===== src/rtl/core/tbmg_pkg.sv =====
// Package for the tessellated box mesh generator: field widths, codes, helpers.
// No dependencies.
package tbmg_pkg;
	localparam int FracBits = 8;
	localparam int MaxVertices = 65535;
	localparam int CfgIdxW = 3;
	localparam int DivW = 24;

	localparam logic [2:0] REG_SIZE_X = 3'd0;
	localparam logic [2:0] REG_SIZE_Y = 3'd1;
	localparam logic [2:0] REG_SIZE_Z = 3'd2;
	localparam logic [2:0] REG_TESS = 3'd3;
	localparam logic [2:0] REG_TEX = 3'd4;
	localparam logic [2:0] REG_INSIDE = 3'd5;

	localparam logic [1:0] ST_OK = 2'd0;
	localparam logic [1:0] ST_ZERO_SIZE = 2'd1;
	localparam logic [1:0] ST_LOW_COUNT = 2'd2;
	localparam logic [1:0] ST_TOO_MANY = 2'd3;

	typedef struct packed {
		logic kind;
		logic [1:0] status;
		logic [15:0] pos_x;
		logic [15:0] pos_y;
		logic [15:0] pos_z;
		logic [1:0] normal_axis;
		logic normal_sign;
		logic [15:0] tex_u;
		logic [15:0] tex_v;
		logic [15:0] index_value;
		logic last;
	} elem_t;

	// controller -> datapath
	typedef struct packed {
		logic latch;     // capture registers, reset counters
		logic err;       // emit error word
		logic start_div; // begin vertex divisions
		logic emit_vtx;  // build vertex word from quotients
		logic emit_idx;  // build index word and advance
	} cmd_t;

	// datapath -> controller
	typedef struct packed {
		logic [1:0] status;
		logic div_done;
		logic phase_idx;
	} sts_t;

	function automatic logic [15:0] sat16(input logic signed [18:0] p);
		if (p > 19'sd32767) return 16'h7fff;
		if (p < -19'sd32768) return 16'h8000;
		return p[15:0];
	endfunction
endpackage


===== src/rtl/core/tbmg_div.sv =====
// Shared restoring divider, one quotient bit per cycle.
// Depends on tbmg_pkg.
module tbmg_div import tbmg_pkg::*; (
	input logic clk,
	input logic arst_n,
	input logic start,
	input logic [DivW-1:0] dividend,
	input logic [7:0] divisor,
	output logic busy,
	output logic [DivW-1:0] quotient
);
	logic [DivW-1:0] q_q;
	logic [8:0] r_q;
	logic [7:0] d_q;
	logic [4:0] cnt_q;
	logic [9:0] trial;

	assign trial = {r_q, q_q[DivW-1]} - {2'b0, d_q};
	assign busy = cnt_q != 5'd0;
	assign quotient = q_q;

	always_ff @(posedge clk or negedge arst_n) begin
		if (!arst_n) begin
			cnt_q <= '0;
		end else if (start) begin
			cnt_q <= 5'(DivW);
		end else if (busy) begin
			cnt_q <= cnt_q - 5'd1;
		end
	end

	always_ff @(posedge clk) begin
		if (start) begin
			q_q <= dividend;
			r_q <= '0;
			d_q <= divisor;
		end else if (busy) begin
			if (!trial[9]) begin
				r_q <= trial[8:0];
				q_q <= {q_q[DivW-2:0], 1'b1};
			end else begin
				r_q <= {r_q[7:0], q_q[DivW-1]};
				q_q <= {q_q[DivW-2:0], 1'b0};
			end
		end
	end
endmodule


===== src/rtl/core/tbmg_dp.sv =====
// Datapath: latched configuration, loop counters, shared divider, output word.
// Depends on tbmg_pkg and tbmg_div.
module tbmg_dp import tbmg_pkg::*; (
	input logic clk,
	input logic arst_n,
	input logic [15:0] size_x,
	input logic [15:0] size_y,
	input logic [15:0] size_z,
	input logic [23:0] tess_counts,
	input logic [47:0] tex_scale,
	input logic inside_out,
	input cmd_t cmd,
	output sts_t sts,
	output elem_t elem,
	output logic done
);
	logic [15:0] sz_q [3];
	logic [7:0] ts_q [3];
	logic [15:0] tx_q [3];
	logic inside_q;
	logic [2:0] face_q, corner_q;
	logic phase_q;
	logic [7:0] ci_q, cj_q;
	logic [15:0] base_q;
	logic [1:0] dsel_q;
	logic [15:0] qv_q [4];
	logic dstart_q;
	logic div_done_q;
	logic [1:0] st_c;
	logic [16:0] vc0, vc1, vc2;
	logic [18:0] vc;
	logic [1:0] fm, a, b, c;
	logic side;
	logic [7:0] ta, tb;
	logic [DivW-1:0] dividend;
	logic [7:0] divisor;
	logic dbusy;
	logic [DivW-1:0] quo;
	logic [2:0] cn;
	logic swap;
	logic [15:0] pos [3];
	logic di, dj;
	logic [7:0] ci_n, cj_n;
	logic [31:0] idx_sum;

	assign vc0 = 17'(tess_counts[7:0]) * 17'(tess_counts[15:8]);
	assign vc1 = 17'(tess_counts[7:0]) * 17'(tess_counts[23:16]);
	assign vc2 = 17'(tess_counts[15:8]) * 17'(tess_counts[23:16]);
	assign vc = (19'(vc0) + 19'(vc1) + 19'(vc2)) << 1;

	always_comb begin
		if (size_x == 16'd0 || size_y == 16'd0 || size_z == 16'd0) st_c = ST_ZERO_SIZE;
		else if (tess_counts[7:0] < 8'd2 || tess_counts[15:8] < 8'd2 ||
			tess_counts[23:16] < 8'd2) st_c = ST_LOW_COUNT;
		else if (vc > 19'(MaxVertices)) st_c = ST_TOO_MANY;
		else st_c = ST_OK;
	end

	always_comb begin
		fm = (face_q >= 3'd3) ? 2'(face_q - 3'd3) : face_q[1:0];
		if (fm == 2'd3) fm = 2'd2;
		side = face_q >= 3'd3;
		a = (fm == 2'd2) ? 2'd1 : 2'd0;
		b = (fm == 2'd0) ? 2'd1 : 2'd2;
		c = 2'(3'd3 - 3'(a) - 3'(b));
		ta = ts_q[a];
		tb = ts_q[b];
	end

	always_comb begin
		case (dsel_q)
			2'd0: begin dividend = DivW'(ci_q) * DivW'(sz_q[a]); divisor = ta - 8'd1; end
			2'd1: begin dividend = DivW'(cj_q) * DivW'(sz_q[b]); divisor = tb - 8'd1; end
			2'd2: begin dividend = DivW'(ci_q) * DivW'(tx_q[a]); divisor = ta - 8'd1; end
			default: begin dividend = DivW'(cj_q) * DivW'(tx_q[b]); divisor = tb - 8'd1; end
		endcase
	end

	tbmg_div u_div (
		.clk(clk), .arst_n(arst_n), .start(dstart_q), .dividend(dividend),
		.divisor(divisor), .busy(dbusy), .quotient(quo)
	);

	logic dbusy_q;
	always_ff @(posedge clk or negedge arst_n) begin
		if (!arst_n) begin
			dsel_q <= '0;
			dstart_q <= 1'b0;
			dbusy_q <= 1'b0;
			div_done_q <= 1'b0;
		end else begin
			dbusy_q <= dbusy;
			dstart_q <= 1'b0;
			div_done_q <= 1'b0;
			if (cmd.start_div) begin
				dsel_q <= 2'd0;
				dstart_q <= 1'b1;
			end else if (dbusy_q && !dbusy && !dstart_q) begin
				if (dsel_q == 2'd3) begin
					div_done_q <= 1'b1;
				end else begin
					dsel_q <= dsel_q + 2'd1;
					dstart_q <= 1'b1;
				end
			end
		end
	end

	always_ff @(posedge clk) begin
		if (dbusy_q && !dbusy) qv_q[dsel_q] <= quo[15:0];
	end

	always_comb begin
		pos[0] = '0;
		pos[1] = '0;
		pos[2] = '0;
		pos[a] = sat16(19'(signed'({3'b0, qv_q[0]})) - 19'(signed'({3'b0, sz_q[a][15:1]})));
		pos[b] = sat16(19'(signed'({3'b0, qv_q[1]})) - 19'(signed'({3'b0, sz_q[b][15:1]})));
		pos[c] = side ? {1'b0, sz_q[c][15:1]} : 16'(-{1'b0, sz_q[c][15:1]});
	end

	always_comb begin
		cn = (corner_q > 3'd5) ? 3'd5 : corner_q;
		swap = face_q[0] ^ inside_q;
		if (swap) begin
			case (cn)
				3'd1: cn = 3'd2;
				3'd2: cn = 3'd1;
				3'd4: cn = 3'd5;
				3'd5: cn = 3'd4;
				default: ;
			endcase
		end
		case (cn)
			3'd0: begin di = 1'b0; dj = 1'b0; end
			3'd1: begin di = 1'b0; dj = 1'b1; end
			3'd2: begin di = 1'b1; dj = 1'b0; end
			3'd3: begin di = 1'b0; dj = 1'b1; end
			3'd4: begin di = 1'b1; dj = 1'b1; end
			default: begin di = 1'b1; dj = 1'b0; end
		endcase
		ci_n = ci_q + 8'(di);
		cj_n = cj_q + 8'(dj);
		idx_sum = 32'(ci_n) + 32'(cj_n) * 32'(ta) + 32'(base_q);
	end

	assign sts.phase_idx = phase_q;
	assign sts.status = st_c;
	assign sts.div_done = div_done_q;

	always_ff @(posedge clk or negedge arst_n) begin
		if (!arst_n) begin
			face_q <= '0; phase_q <= 1'b0; ci_q <= '0; cj_q <= '0;
			corner_q <= '0; base_q <= '0; done <= 1'b0;
		end else begin
			done <= 1'b0;
			if (cmd.latch) begin
				face_q <= '0; phase_q <= 1'b0; ci_q <= '0; cj_q <= '0;
				corner_q <= '0; base_q <= '0;
			end else if (cmd.emit_vtx) begin
				if (ci_q + 8'd1 >= ta) begin
					ci_q <= '0;
					if (cj_q + 8'd1 >= tb) begin
						cj_q <= '0; phase_q <= 1'b1; corner_q <= '0;
					end else cj_q <= cj_q + 8'd1;
				end else ci_q <= ci_q + 8'd1;
			end else if (cmd.emit_idx) begin
				if (corner_q + 3'd1 >= 3'd6) begin
					corner_q <= '0;
					if (cj_q + 8'd1 >= tb - 8'd1) begin
						cj_q <= '0;
						if (ci_q + 8'd1 >= ta - 8'd1) begin
							ci_q <= '0; phase_q <= 1'b0;
							if (face_q + 3'd1 >= 3'd6) begin
								face_q <= '0; base_q <= '0; done <= 1'b1;
							end else begin
								face_q <= face_q + 3'd1;
								base_q <= base_q + 16'(ta) * 16'(tb);
							end
						end else ci_q <= ci_q + 8'd1;
					end else cj_q <= cj_q + 8'd1;
				end else corner_q <= corner_q + 3'd1;
			end
		end
	end

	always_ff @(posedge clk) begin
		if (cmd.latch) begin
			sz_q[0] <= size_x; sz_q[1] <= size_y; sz_q[2] <= size_z;
			for (int k = 0; k < 3; k++) begin
				ts_q[k] <= tess_counts[8*k +: 8];
				tx_q[k] <= tex_scale[16*k +: 16];
			end
			inside_q <= inside_out;
		end
		if (cmd.err) begin
			elem <= '0;
			elem.status <= st_c;
			elem.last <= 1'b1;
		end else if (cmd.emit_vtx) begin
			elem <= '0;
			elem.pos_x <= pos[0];
			elem.pos_y <= pos[1];
			elem.pos_z <= pos[2];
			elem.normal_axis <= c;
			elem.normal_sign <= side ^ inside_q;
			elem.tex_u <= qv_q[2];
			elem.tex_v <= qv_q[3];
		end else if (cmd.emit_idx) begin
			elem <= '0;
			elem.kind <= 1'b1;
			elem.index_value <= idx_sum[15:0];
			elem.last <= (corner_q + 3'd1 >= 3'd6) && (cj_q + 8'd1 >= tb - 8'd1) &&
				(ci_q + 8'd1 >= ta - 8'd1) && (face_q + 3'd1 >= 3'd6);
		end
	end
endmodule


===== src/rtl/core/tbmg_ctrl.sv =====
// Controller state machine: input handshake, sequencing, output register valid.
// Depends on tbmg_pkg.
module tbmg_ctrl import tbmg_pkg::*; (
	input logic clk,
	input logic arst_n,
	input logic in_fire,
	input logic restart,
	input logic out_fire,
	input sts_t sts,
	input logic done,
	output logic in_ready,
	output logic out_valid,
	output cmd_t cmd
);
	typedef enum logic [5:0] {
		S_IDLE = 6'b000001, S_RUN = 6'b000010, S_LATCH = 6'b000100,
		S_DIV = 6'b001000, S_EMIT = 6'b010000, S_OUT = 6'b100000
	} state_t;
	state_t state_q;
	logic running_q;

	assign in_ready = (state_q == S_IDLE || state_q == S_RUN);

	always_comb begin
		cmd = '0;
		unique case (state_q)
			S_IDLE, S_RUN: begin
				cmd.latch = in_fire && restart;
				cmd.err = in_fire && restart && sts.status != ST_OK;
			end
			S_LATCH: begin
				cmd.start_div = !sts.phase_idx;
				cmd.emit_idx = sts.phase_idx;
			end
			S_DIV: cmd.emit_vtx = sts.div_done;
			S_EMIT, S_OUT: ;
			default: ;
		endcase
	end

	always_ff @(posedge clk or negedge arst_n) begin
		if (!arst_n) begin
			state_q <= S_IDLE;
			running_q <= 1'b0;
			out_valid <= 1'b0;
		end else begin
			if (out_fire) out_valid <= 1'b0;
			unique case (state_q)
				S_IDLE, S_RUN: begin
					if (in_fire && restart) begin
						if (sts.status != ST_OK) begin
							running_q <= 1'b0;
							out_valid <= 1'b1;
							state_q <= S_OUT;
						end else begin
							running_q <= 1'b1;
							state_q <= S_LATCH;
						end
					end else if (in_fire && running_q) begin
						state_q <= S_LATCH;
					end
				end
				S_LATCH: state_q <= sts.phase_idx ? S_EMIT : S_DIV;
				S_DIV: if (sts.div_done) state_q <= S_EMIT;
				S_EMIT: begin
					if (done) running_q <= 1'b0;
					out_valid <= 1'b1;
					state_q <= S_OUT;
				end
				S_OUT: if (out_fire || !out_valid) state_q <= running_q ? S_RUN : S_IDLE;
				default: state_q <= S_IDLE;
			endcase
		end
	end
endmodule


===== src/rtl/core/tessellated_box_mesh_generator_core.sv =====
// Tessellated box mesh generator, top level: config registers and stream ports.
// Depends on tbmg_pkg, tbmg_ctrl, tbmg_dp, tbmg_div.
// Index words need no division; each vertex word takes four divisions of 24 quotient bits.
// Throughput: one word in flight; next word accepted once the previous is taken.
// Reset: asynchronous, active low; idle, registers at defaults.
module tessellated_box_mesh_generator_core import tbmg_pkg::*; (
	input logic clk,
	input logic arst_n,
	input logic s_axis_tvalid,
	output logic s_axis_tready,
	input logic [7:0] s_axis_tdata, // restart
	output logic m_axis_tvalid,
	input logic m_axis_tready,
	output logic [103:0] m_axis_tdata, // status, pos_x, pos_y, pos_z, normal_axis,
	                                   // normal_sign, tex_u, tex_v, index_value
	output logic m_axis_tuser,         // kind
	output logic m_axis_tlast,         // last
	input logic cfg_valid,
	output logic cfg_ready,
	input logic [CfgIdxW-1:0] cfg_index,
	input logic [47:0] cfg_data
);
	logic [15:0] size_x_q, size_y_q, size_z_q;
	logic [23:0] tess_q;
	logic [47:0] tex_q;
	logic inside_q;
	cmd_t cmd;
	sts_t sts;
	elem_t elem;
	logic done;

	assign cfg_ready = 1'b1;

	always_ff @(posedge clk or negedge arst_n) begin
		if (!arst_n) begin
			size_x_q <= 16'd256; size_y_q <= 16'd256; size_z_q <= 16'd256;
			tess_q <= 24'd131586; tex_q <= 48'd1099528405248; inside_q <= 1'b0;
		end else if (cfg_valid) begin
			unique case (cfg_index)
				REG_SIZE_X: size_x_q <= cfg_data[15:0];
				REG_SIZE_Y: size_y_q <= cfg_data[15:0];
				REG_SIZE_Z: size_z_q <= cfg_data[15:0];
				REG_TESS: tess_q <= cfg_data[23:0];
				REG_TEX: tex_q <= cfg_data;
				REG_INSIDE: inside_q <= cfg_data[0];
				default: ;
			endcase
		end
	end

	tbmg_ctrl u_ctrl (
		.clk(clk), .arst_n(arst_n), .in_fire(s_axis_tvalid && s_axis_tready),
		.restart(s_axis_tdata[0]), .out_fire(m_axis_tvalid && m_axis_tready),
		.sts(sts), .done(done), .in_ready(s_axis_tready), .out_valid(m_axis_tvalid),
		.cmd(cmd)
	);

	tbmg_dp u_dp (
		.clk(clk), .arst_n(arst_n), .size_x(size_x_q), .size_y(size_y_q),
		.size_z(size_z_q), .tess_counts(tess_q), .tex_scale(tex_q),
		.inside_out(inside_q), .cmd(cmd), .sts(sts), .elem(elem), .done(done)
	);

	assign m_axis_tuser = elem.kind;
	assign m_axis_tlast = elem.last;
	assign m_axis_tdata = {3'd0, elem.index_value, elem.tex_v, elem.tex_u,
		elem.normal_sign, elem.normal_axis, elem.pos_z, elem.pos_y, elem.pos_x,
		elem.status};
endmodule


===== config.mk =====
export PLATFORM = sky130hd
export DESIGN_NAME = tessellated_box_mesh_generator_core
export DESIGN_NICKNAME = d
export VERILOG_FILES = /design/src/rtl/core/tbmg_pkg.sv /design/src/rtl/core/tbmg_div.sv /design/src/rtl/core/tbmg_dp.sv /design/src/rtl/core/tbmg_ctrl.sv /design/src/rtl/core/tessellated_box_mesh_generator_core.sv
export SDC_FILE = /design/constraint.sdc
export NUM_CORES = 2
export LEC_CHECK = 0
export ABC_CLOCK_PERIOD_IN_PS = 8870
export BUFFER_PORTS_ARGS = -buffer_cell sky130_fd_sc_hd__buf_2
export CORE_MARGIN = 1
export CORE_UTILIZATION = 45
export DETAILED_ROUTE_END_ITERATION = 10
export PLACE_DENSITY = 0.71
export SLEW_MARGIN = 40
export SYNTH_ARGS = -nofsm -noshare
export SYNTH_HDL_FRONTEND = slang
export SYNTH_SLANG_ARGS = --single-unit

===== constraint.sdc =====
create_clock -name clk -period 8.87 [get_ports clk]
set_clock_uncertainty 0.1 [all_clocks]
set_input_delay 1.3305 -clock clk [delete_from_list [all_inputs] [get_ports clk]]
set_output_delay 1.3305 -clock clk [all_outputs]
set_load 0.01 [all_outputs]

==> key figures <==
Synth
  • Synth cell types: 89
  • EDFF count, synth: 219
  • Syn Inst Count: 5349
  • #FFs+latches synth: 508
  • Post-Syn Area: 51100 um^2
  • Prevailing post-synth register cell: edfxtp_1
  • Ys async rst share: 35.2%
  • Mean post-synth cell area: 9.55 um^2
  • Register area share after synthesis: 26.0%
  • Synth warn: 0

Worst setup path
  • Critical Path Start Type: flip-flop
  • Crit Path Max Fanout: 9
  • Critical R2R Capture: u_dp.elem[25]
  • Worst Reg-to-Reg Cells: 29
  • Worst Path Required: 9.28 ns
  • Cell mode on critical path: fa_1
  • Worst R2R Start: tess_q[9]
  • CP Capture Type: flip-flop
  • CP max stage delay: 0.60 ns
  • Critical path type: flip-flop to flip-flop
  • CP arrival: 9.31 ns
  • R2R Setup Slk: -0.03 ns
  • Critical path's slowest cell: dfstp_2

STA
  • Tmin final: 8.90 ns
  • FMAX: 0.112 GHz
  • Slew Limit Headroom: 35.9%
  • RSZ-0062 raised after global routing: yes
  • Worst setup margin: -0.0318 ns
  • Final-report max-slew violation count: 0
  • Final Setup Violations: 27
  • Final period utilization: 100%
  • Slew @ Worst Pin: 0.953 ns
  • Final hold violations: 0

CTS
  • Later-pin clock latency in the skew report: 0.69 ns
  • H-tree levels: 2
  • Reg clk slew, reported paths: 0.07 ns
  • CTS Buffer Depth: 3
  • CTS buffer count: 58
  • CTS Root Cell: clkbuf_16
  • Clock Sinks: 508
  • CTS tree: built

Final layout
  • Most common cell after layout, fill and taps aside: nand2_1
  • Area Overhead vs Synth: 11.4%
  • Antenna diodes: 0
  • Final core occ: 50.6%
  • Most frequent cells in the layout: 804 x nand2_1, 786 x inv_1, 587 x fa_1
  • Layout cell share with drive strength beyond 1: 12.5%
  • Nets: 6640

Place
  • DP Wirelength: 114000 um
  • Routability Congestion: 0.956
  • Pre-CTS setup slack: -0.241 ns
  • IO Port Bufs: 161

Routing
  • Post-Route WL: 148000 um
  • WL/cell: 20.8 um
  • Post-route ant nets: 0
  • Initial DRT Pass Iterations: 9
  • 1st-iter DRT viols: 3478
  • Via/cell ratio: 5.56
  • Vias: 39400
  • DRC viols: 0

Global routing
  • Largest net degree at the start of global routing: 136
  • Remaining global-route overflow: 0
  • Number of global-route vias before repair: 39600
  • First-pass GRT wire length: 227000 um
  • Total track usage: 25.3%
  • Initial antenna violation count: 4

Min path
  • Hold Path Cell Cnt: 0
  • Hold endpoint: u_dp.tx_q[0][9]
  • Hold Crit Class: flip-flop to flip-flop
  • Worst min-delay path startpoint: tex_q[9]

Floorplan
  • Die height: 339 um
  • Die footprint: 115000 um^2
  • Initial cell density of the core: 45.4%
  • Core Area: 112000 um^2
  • Rows: 123
  • IO Count: 173
  • Die width: 339 um

Run status
  • Outcome: finished, violations left
  • Violations in the final reports: negative setup slack

Job
  • Max_cap viols: 0
## cell usage after synthesis (9+ instances only)
cell type | instances | area, um^2
nand2_1 | 806 | 3030
inv_1 | 794 | 2980
fa_1 | 590 | 11800
ha_1 | 452 | 5660
and2_1 | 320 | 2000
edfxtp_1 | 219 | 6580
nor2_1 | 206 | 773
clkbuf_1 | 185 | 694
a21oi_1 | 171 | 856
dfrtp_1 | 169 | 4230
o21ai_0 | 148 | 741
mux2_2 | 138 | 1550
xnor2_1 | 119 | 1040
dfxtp_1 | 110 | 2200
xor2_1 | 72 | 631
a21o_1 | 70 | 526
nand3_1 | 69 | 345
a22o_1 | 57 | 499
nor2b_1 | 57 | 357
nor3_1 | 45 | 225
nand2b_1 | 40 | 250
a31oi_1 | 37 | 231
mux2i_1 | 31 | 310
a221oi_1 | 29 | 254
nor4_1 | 27 | 169
or3_1 | 26 | 163
and3_1 | 25 | 156
o211ai_1 | 23 | 173
o21a_1 | 23 | 173
a211oi_1 | 21 | 158
o31ai_1 | 19 | 143
o21bai_1 | 18 | 135
or2_2 | 18 | 113
o22ai_1 | 13 | 81.3
nand3b_1 | 11 | 82.6
or4_1 | 11 | 82.6
a21boi_0 | 10 | 75.1
buf_1 | 10 | 37.5
dfstp_2 | 10 | 263
nand4_1 | 9 | 56.3
nor3b_1 | 9 | 67.6
## what timing repair did
action                                  4_1_cts  5_1_grt
gates cloned                                  0        9
hold buffers                                  0        0
gates resized for setup                      15       48
buffers inserted                              2        9
endpoints found under the setup margin      100      110
pin swaps                                     3       24
## metal layers
layer,global-route usage [%],part of all wire (%),vias to the layer above
met1,34.5,42,19700
li1,-,-,17800
met4,9.01,3.7,0
met5,0,0,-
met3,5.10,8.8,255
met2,39.9,45,1598
## worst max-delay path by stage
stage / cells past startpoint / start / to / slack [ns]
after floorplan: 28 / tess_q[9] / u_dp.elem[100] / 0.02
after global placement: 32 / tess_q[5] / u_dp.elem[100] / -0.12
after detailed placement: 29 / tess_q[1] / u_dp.elem[44] / -0.24
after CTS: 31 / tess_q[5] / u_dp.elem[44] / -0.07
after global routing: 33 / tess_q[9] / u_dp.elem[41] / -0.35
final: 29 / tess_q[9] / u_dp.elem[25] / -0.03
## logic make-up (layout without fill, tap and decap cells)
logic type | Yosys count | in the layout | share of synthesized area (%)
multiplexers | 169 | 169 | 3.65
buffers and inverters | 1006 | 1239 | 7.46
other | 2 | 4 | 0.0147
XOR/XNOR | 192 | 192 | 3.31
AO/OA/AOI/OAI | 730 | 730 | 9.58
flip-flops | 508 | 508 | 26.0
adder cells (fa/ha/maj) | 1042 | 1042 | 34.2
AND/OR/NAND/NOR | 1700 | 1700 | 15.8
## per-stage QoR
step	hold WS [ns]	TNS [ns]	area (um^2)	cells
after floorplan	0.319	0	51100	5351
after global placement	0.327	-6.65	54300	6954
after detailed placement	0.329	-16.99	54300	6954
after CTS	0.344	-1.42	56400	7065
after global routing	0.351	-25.17	56900	7084
final	0.344	-0.422	56900	7084
## critical path: cells and delay by family, from the launching register on
kind | cells | cell delay, ns
AOI/OAI and AO/OA | 7 | 1.23
adders and majority gates | 12 | 5.39
buffers and inverters | 6 | 0.67
DFF | 1 | 0.60
and+or+nand+nor | 4 | 0.68
## state kept, by name, summed over array words and instances, names as in the netlist, 9 cells and up
register / count
u_dp.elem: 103
u_dp.qv_q: 64
tex_q: 48
u_dp.sz_q: 48
u_dp.tx_q: 48
tess_q: 24
u_dp.ts_q: 24
u_dp.u_div.quotient: 24
size_x_q: 16
size_y_q: 16
size_z_q: 16
u_dp.base_q: 16
u_dp.u_div.r_q: 9
## layout make-up
type	instances	area, um^2
Sequential cell	508	13300
Inverter	800	3010
Clock buffer	76	1660
Tap cell	1500	1880
Multi-Input combinational cell	3837	34300
Clock inverter	34	384
Fill cell	10100	55600
Timing Repair Buffer	329	2360
Power is not shown: default switching activity piles up to over one toggle a cycle in this logic, so the estimate is an artifact.
